===== src/sv/tcw_pkg.sv =====
// Package for the text console writer: codes, defaults, command/status structs
// and the high-half glyph translation table. No dependencies.
package tcw_pkg;

	localparam int COLUMNS_DEFAULT = 80;
	localparam int ROWS_DEFAULT    = 25;

	localparam int PADDR_W = 3;
	localparam logic REG_ATTRIBUTE = 1'b0;
	localparam logic [7:0] ATTR_RESET = 8'h1F;

	localparam logic [1:0] ACT_PUT   = 2'd0;
	localparam logic [1:0] ACT_CLEAR = 2'd1;
	localparam logic [1:0] ACT_READ  = 2'd2;

	localparam logic [7:0] CH_BS    = 8'h08;
	localparam logic [7:0] CH_TAB   = 8'h09;
	localparam logic [7:0] CH_LF    = 8'h0A;
	localparam logic [7:0] CH_CR    = 8'h0D;
	localparam logic [7:0] CH_SPACE = 8'h20;
	localparam logic [7:0] CH_TILDE = 8'h7E;
	localparam int TAB_STEP = 4;

	typedef struct packed {
		logic load;
		logic put;
		logic read_req;
		logic read_cap;
		logic scroll_step;
		logic scroll_end;
		logic clear_step;
		logic clear_end;
	} tcw_cmd_t;

	typedef struct packed {
		logic [1:0] action;
		logic       need_scroll;
		logic       scroll_last;
		logic       clear_last;
	} tcw_status_t;

	localparam logic [7:0] HIGH_GLYPHS [128] = '{
		8'd0,   8'd0,   8'd0,   8'd159, 8'd0,   8'd0,   8'd0,   8'd0,
		8'd0,   8'd0,   8'd0,   8'd0,   8'd0,   8'd0,   8'd0,   8'd0,
		8'd0,   8'd0,   8'd0,   8'd0,   8'd0,   8'd0,   8'd0,   8'd0,
		8'd0,   8'd0,   8'd0,   8'd0,   8'd0,   8'd0,   8'd0,   8'd0,
		8'd0,   8'd173, 8'd155, 8'd156, 8'd0,   8'd157, 8'd124, 8'd22,
		8'd0,   8'd0,   8'd166, 8'd174, 8'd170, 8'd0,   8'd0,   8'd0,
		8'd248, 8'd241, 8'd254, 8'd0,   8'd0,   8'd230, 8'd0,   8'd249,
		8'd0,   8'd0,   8'd167, 8'd175, 8'd172, 8'd171, 8'd0,   8'd168,
		8'd0,   8'd0,   8'd0,   8'd0,   8'd142, 8'd143, 8'd146, 8'd128,
		8'd0,   8'd144, 8'd0,   8'd0,   8'd0,   8'd0,   8'd0,   8'd0,
		8'd0,   8'd165, 8'd0,   8'd0,   8'd0,   8'd0,   8'd153, 8'd0,
		8'd0,   8'd0,   8'd0,   8'd0,   8'd154, 8'd0,   8'd0,   8'd0,
		8'd133, 8'd160, 8'd131, 8'd0,   8'd132, 8'd134, 8'd0,   8'd135,
		8'd138, 8'd130, 8'd136, 8'd137, 8'd141, 8'd161, 8'd140, 8'd139,
		8'd0,   8'd164, 8'd149, 8'd162, 8'd147, 8'd0,   8'd148, 8'd246,
		8'd237, 8'd151, 8'd163, 8'd150, 8'd129, 8'd0,   8'd0,   8'd152
	};

	function automatic logic [7:0] translate(input logic [7:0] code);
		logic [7:0] glyph;
		glyph = 8'd0;
		if (code[7]) begin
			glyph = HIGH_GLYPHS[code[6:0]];
		end else if (code >= CH_SPACE && code <= CH_TILDE) begin
			glyph = code;
		end
		return glyph;
	endfunction

endpackage


===== src/sv/tcw_ctrl.sv =====
// Controller state machine of the text console writer.
// Depends on tcw_pkg for the command and status structs and action codes.
module tcw_ctrl (
	input  logic                clk,
	input  logic                arst_n,
	input  logic                start,
	output logic                busy,
	output logic                done,
	input  tcw_pkg::tcw_status_t status,
	output tcw_pkg::tcw_cmd_t    cmd
);
	import tcw_pkg::*;

	localparam logic [2:0] S_IDLE   = 3'd0;
	localparam logic [2:0] S_EXEC   = 3'd1;
	localparam logic [2:0] S_CHECK  = 3'd2;
	localparam logic [2:0] S_SCROLL = 3'd3;
	localparam logic [2:0] S_CLEAR  = 3'd4;
	localparam logic [2:0] S_RDWAIT = 3'd5;
	localparam logic [2:0] S_DONE   = 3'd6;

	logic [2:0] state_q;
	logic [2:0] state_d;

	always_comb begin
		state_d = state_q;
		cmd     = '0;
		unique case (state_q)
			S_IDLE: begin
				if (start) begin
					cmd.load = 1'b1;
					state_d  = S_EXEC;
				end
			end
			S_EXEC: begin
				unique case (status.action)
					ACT_PUT: begin
						cmd.put = 1'b1;
						state_d = S_CHECK;
					end
					ACT_CLEAR: state_d = S_CLEAR;
					ACT_READ: begin
						cmd.read_req = 1'b1;
						state_d      = S_RDWAIT;
					end
					default: state_d = S_DONE;
				endcase
			end
			S_CHECK: begin
				state_d = status.need_scroll ? S_SCROLL : S_DONE;
			end
			S_SCROLL: begin
				cmd.scroll_step = 1'b1;
				if (status.scroll_last) begin
					cmd.scroll_end = 1'b1;
					state_d        = S_DONE;
				end
			end
			S_CLEAR: begin
				cmd.clear_step = 1'b1;
				if (status.clear_last) begin
					cmd.clear_end = 1'b1;
					state_d       = S_DONE;
				end
			end
			S_RDWAIT: begin
				cmd.read_cap = 1'b1;
				state_d      = S_DONE;
			end
			S_DONE: state_d = S_IDLE;
			default: state_d = S_IDLE;
		endcase
	end

	always_ff @(posedge clk or negedge arst_n) begin
		if (!arst_n) begin
			state_q <= S_IDLE;
		end else begin
			state_q <= state_d;
		end
	end

	assign busy = (state_q != S_IDLE);
	assign done = (state_q == S_DONE);

endmodule


===== config.mk =====
export PLATFORM = sky130hd
export DESIGN_NAME = tcw_ctrl
export DESIGN_NICKNAME = d
export VERILOG_FILES = /design/src/sv/tcw_pkg.sv /design/src/sv/tcw_ctrl.sv
export SDC_FILE = /design/constraint.sdc
export NUM_CORES = 1
export LEC_CHECK = 0
export BUFFER_PORTS_ARGS = -buffer_cell sky130_fd_sc_hd__buf_4
export CORE_AREA = 2 2 39 41
export CTS_BUF_LIST = sky130_fd_sc_hd__clkbuf_4 sky130_fd_sc_hd__clkbuf_8
export CTS_CLUSTER_SIZE = 28
export DETAILED_ROUTE_END_ITERATION = 8
export DIE_AREA = 0 0 41 43
export PLACE_DENSITY = 0.51
export SYNTH_ARGS = -nofsm -noshare
export SYNTH_HDL_FRONTEND = slang
export SYNTH_SLANG_ARGS = --single-unit

===== constraint.sdc =====
create_clock -name clk -period 1.3 [get_ports clk]
set_input_delay 0 -clock clk [delete_from_list [all_inputs] [get_ports clk]]
set_output_delay 0 -clock clk [all_outputs]
set_load 0.03 [all_outputs]

Word level (Yosys, flattened, before mapping)
Cells that the tools add are included.
Widths: inputs -> output; s select.

storage, ports and cells
  latch bits = 0
  output and inout bits = 10
  word-level logic and storage cells = 32
  bits in writable memories = 0
  bits in read-only memories = 0
  memories = 0
  input bits = 8
  register bits = 3

cells by class
  reductions and logical operators = 4
  $mul = 0
  $add $sub $neg = 0
  div/mod/pow operators = 0
  mux-type cells = 16
  eq/ne operators = 11
  bitwise logic cells = 0
  order comparisons = 0
  shift operators = 0

operators by type and width
  operator            number
  $pmux 3 s6          1
  $mux 3              4
  $eq 3x3->1 const B  3
  $pmux 3 s3          1
  $mux 1              7
  $eq 3x2->1 const B  2
  $mux 2              3
  $ne 2x2->1 const B  3
  $eq 3x1->1 const B  1
  $logic_not 3->1     1
  $reduce_and 3->1    1
  $reduce_bool 3->1   1
  $eq 2x1->1 const B  1
  $eq 2x2->1 const B  1
  $logic_not 2->1     1

Depth between registers and ports, before layout
  depth after elaboration = 3
  gate-level depth with buffers = 6
  gate-level depth less buffers = 6

Worst setup path before layout
Ideal clock, no wire load.

  path type = reg2out
  from = register state_q[2]
  to = output cmd[5] in the netlist's numbering
  data required time = 1.300 ns
  slack = -0.320 ns
  arrival = 1.620 ns
  stages on the path, launching flop included = 3
  buffers on the path = 1
  cells stage by stage = dfrtp_1 buf_6 nor4b_1

RTL lines
  element                 RTL line        source
  start, declared         tcw_ctrl.sv:22  logic [2:0] state_q;
  start signal, assigned  tcw_ctrl.sv:79  state_q <= state_d;
  end, declared           tcw_ctrl.sv:10  output tcw_pkg::tcw_cmd_t cmd

==> Flow_metrics.wiki <==
{| class="wikitable"
! Metric !! Value
|-
| Run status || finished clean
|-
| Synthesized-area fraction occupied by adder cells || 10.3%
|-
| Worst path buffer plus inverter count || 1
|-
| Count of antenna diodes in the layout || 0
|-
| Via density per instance || 4.60
|-
| Crit start category || register
|-
| Share of post-route cells with drive strength above 1 || 53.5%
|-
| Overall power after layout || 0.00136 W
|-
| Clock transition at the registers of the reported paths || 0.04 ns
|-
| Library cells used by synthesis || 27
|-
| Vias in the first global route || 373
|-
| Number of DRC markers in iteration 0 || 10
|-
| TritonCTS clock tree || yes
|-
| Share of the clock period used by the worst path after layout || 97.3%
|-
| Nets in the synthesized netlist || 55
|-
| Max Fclk || 791 MHz
|-
| Clk_skew || 0.00345 ns
|-
| Buffer depth of the longest clock path || 2
|-
| Layout overhead on the synthesized area || 72.4%
|-
| CP Data Required Time || 1.30 ns
|-
| Die W || 41 um
|-
| Count of flip-flops with a built-in enable after synthesis || 0
|-
| Row cnt || 14
|-
| Count of fill cells added during filler insertion || 149
|-
| Most common library cells after synthesis || sky130_fd_sc_hd__inv_1, sky130_fd_sc_hd__dfrtp_1, sky130_fd_sc_hd__ha_1, sky130_fd_sc_hd__o21ai_1
|-
| Area of the mapped netlist || 363 sq um
|-
| Nature of the critical path endpoint || output pin
|-
| Leakage power total || 0.324 nW
|-
| HPWL after detailed placement || 612 um
|-
| Die height || 43 um
|-
| Die Outline Area || 1760 sq um
|-
| First-pass GRT wire length || 1450 um
|-
| Top Registers || state_q: 3 flops
|-
| Most instantiated flip-flop cell in the synthesis netlist || sky130_fd_sc_hd__dfrtp_1
|-
| Syn Area/Cell || 8.25 sq um
|-
| Post-Synth Simple-Gate Area || 33.8%
|-
| Slew headroom || 86.5%
|-
| H-Tree Depth || 1
|-
| Share of async-settable or async-resettable flops after synthesis || 100%
|-
| Slew at the pin closest to its max-slew limit || 0.202 ns
|-
| Total of warnings raised by yosys || 0
|-
| WHS || 0.0495 ns
|-
| Port-buffer cells || 17
|-
| Worst slack, placed || 0.0808 ns
|-
| Wire length per cell || 10.5 um
|-
| Total clock buffers created by CTS || 3
|-
| Number of endpoints with negative hold slack in the final report || 0
|-
| Flip-flop count of the largest register after layout || 3
|-
| WP data arrival || 1.26 ns
|-
| Highest routing layer actually used || met3
|-
| DRC || 0
|-
| Maximum fanout along the worst path || 3
|-
| Final Worst Setup Slack || 0.0351 ns
|-
| Peak supply drop || 0.616 mV
|-
| Clock tree sinks || 3
|-
| Unrepaired setup endpoints after global routing || true
|-
| Utilization after layout || 45.2%
|-
| Largest net degree at the start of global routing || 12
|-
| Remaining Overflow, GRT || 0
|-
| Category of the most critical setup path || reg2out
|-
| Residual antenna-violating net count after detailed routing || 0
|-
| Met2 wirelength from detailed routing || 473 um
|-
| Worst hold path class || in2reg
|-
| Setup-failing EPs final || 0
|-
| Synth Area in XOR/XNOR || 0%
|-
| Final period demand of the worst path || 1.26 ns
|-
| Number of synthesized register bits || 3
|-
| Register area share after synthesis || 20.7%
|-
| Post-layout net count || 83
|-
| Dominant combinational cell family by area after synthesis || simple AND/OR/NAND/NOR gates
|-
| Final weighted congestion of routability-driven global placement || 0.703
|-
| Count of mapped cells out of synthesis || 44
|-
| Multi-input combinational cell area || 255 sq um
|-
| CP cell instances || or3_4, nor2_4, buf_6
|-
| GRT Resource Usage Total || 11.9%
|-
| Yosys top cell by area || sky130_fd_sc_hd__dfrtp_1
|-
| Top Ports || 18
|-
| Register with the most flip-flops || state_q
|-
| Detailed-route wire length || 913 um
|-
| Register area || 78.8 sq um
|-
| Final TNS setup || 0 ns
|-
| Met1 wire length || 386 um
|-
| Area fraction of the dominant cell type after synthesis || 20.7%
|-
| Proportion of synthesized area in mux cells || 0%
|-
| Pre-Repair DR Iteration Count || 4
|-
| Synth area leaders || sky130_fd_sc_hd__dfrtp_1, sky130_fd_sc_hd__ha_1, sky130_fd_sc_hd__inv_1
|-
| Detail Route met3 WL || 53 um
|-
| Total of max-cap violations || 0
|-
| Crit path max-delay cell type || sky130_fd_sc_hd__dfrtp_2
|-
| Share of the synthesized area in compound gates (AO/OA/AOI/OAI) || 20.7%
|-
| Top delay family on crit path || simple AND/OR/NAND/NOR gates
|-
| Core Region || 1380 sq um
|-
| Largest stage delay, worst path || 0.41 ns
|-
| Overall via count from detail_route || 400
|-
| Most common cell in the netlist || sky130_fd_sc_hd__inv_1
|-
| P per Cell Area || 2170 nW/um^2
|-
| Count of pins over their slew limit || 0
|-
| Insertion delay to the later sink of the worst-skew pair || 0.23 ns
|-
| Initial antenna violation count || 0
|-
| CTS Root Buffer Type || sky130_fd_sc_hd__clkbuf_4
|-
| Effective utilization at floorplan || 26.2%
|}
[worst min-delay path, stage by stage]
cell                        delay [ns]
sky130_fd_sc_hd__buf_4            0.08
sky130_fd_sc_hd__inv_1            0.04
sky130_fd_sc_hd__o2bb2ai_1        0.11
[layout by cell type, fill, tap and decap left out]
cell type | netlist | layout
sky130_fd_sc_hd__buf_4 | 2 | 20
sky130_fd_sc_hd__inv_1 | 7 | 7
sky130_fd_sc_hd__clkbuf_4 | 0 | 4
sky130_fd_sc_hd__buf_6 | 1 | 4
sky130_fd_sc_hd__o21ai_1 | 3 | 3
sky130_fd_sc_hd__ha_1 | 3 | 3
sky130_fd_sc_hd__dfrtp_2 | 0 | 3
sky130_fd_sc_hd__and3b_2 | 2 | 2
sky130_fd_sc_hd__nor2b_1 | 2 | 2
sky130_fd_sc_hd__and3_1 | 2 | 2
sky130_fd_sc_hd__a21oi_1 | 2 | 2
sky130_fd_sc_hd__dlygate4sd3_1 | 0 | 2
sky130_fd_sc_hd__nor2_1 | 1 | 1
sky130_fd_sc_hd__and2_1 | 1 | 1
sky130_fd_sc_hd__nand2_1 | 1 | 1
sky130_fd_sc_hd__or3_4 | 1 | 1
sky130_fd_sc_hd__nor4b_4 | 0 | 1
sky130_fd_sc_hd__and4bb_2 | 1 | 1
sky130_fd_sc_hd__nor2_4 | 0 | 1
sky130_fd_sc_hd__nor3_1 | 1 | 1
sky130_fd_sc_hd__nand2b_1 | 1 | 1
sky130_fd_sc_hd__a221o_1 | 1 | 1
sky130_fd_sc_hd__o22ai_1 | 1 | 1
sky130_fd_sc_hd__nand3_1 | 1 | 1
sky130_fd_sc_hd__o21a_1 | 1 | 1
sky130_fd_sc_hd__and2b_2 | 1 | 1
sky130_fd_sc_hd__o221ai_1 | 1 | 1
sky130_fd_sc_hd__a2bb2oi_1 | 1 | 1
sky130_fd_sc_hd__o2bb2ai_1 | 1 | 1
[per-layer routing]
| layer | up-vias | global-route usage [%] |
|---|---|---|
| met2 | 14 | 17.8 |
| met4 | 0 | 8.00 |
| met5 | - | 0 |
| met1 | 180 | 15.1 |
| met3 | 0 | 1.57 |
| li1 | 206 | - |
[what timing repair did]
action                                  CTS  global route
pin swaps                                 0             2
hold buffers                              2             0
gates resized for setup                   3             6
setup buffers                             4             0
endpoints found under the setup margin    7             6
hold endpoints to repair                  5             0
[area by class of cell]
type / count / area share (%)
flip-flops and latches: 3 / 12.6
inverters: 7 / 4.20
multi-input cells: 31 / 40.8
well taps: 16 / 3.20
repair buffers: 26 / 34.4
clock buffers: 4 / 4.80
[cell families after synthesis]
group                    Yosys count
flip-flops                         3
buffers and inverters             10
AND/OR/NAND/NOR                   17
adder cells (fa/ha/maj)            3
AO/OA/AOI/OAI                     11
[through the flow]
stage | cell area [sq um] | std cells
5_1_grt | 626 | 87
6_report | 626 | 87
4_1_cts | 597 | 87
3_3_place_gp | 513 | 77
3_5_place_dp | 513 | 77
2_1_floorplan | 369 | 44
[report_power, final]
part | total, W | internal [W] | switching, W
logic | 0.000970 | 0.000478 | 0.000492
registers | 0.000205 | 0.000149 | 0.0000563
clock network | 0.000183 | 0.000136 | 0.0000474
total | 0.00136 | 0.000763 | 0.000596
[path summary, 6_finish.rpt]
path / cells after the start / end / slack (ns) / from
setup / recovery: 3 / cmd[7] / 0.04 / state_q[0]$_DFFE_PN0P_
hold / removal: 3 / state_q[2]$_DFFE_PN0P_ / 0.05 / status[0]
setup reg to reg: 5 / state_q[0]$_DFFE_PN0P_ / 0.04 / state_q[1]$_DFFE_PN0P_
hold reg to reg: 3 / state_q[1]$_DFFE_PN0P_ / 0.71 / state_q[2]$_DFFE_PN0P_
max in group asynchronous: 2 / state_q[2]$_DFFE_PN0P_ / 1.10 / arst_n
min in group asynchronous: 2 / state_q[1]$_DFFE_PN0P_ / 0.09 / arst_n
(Power assumes the default switching activity.)
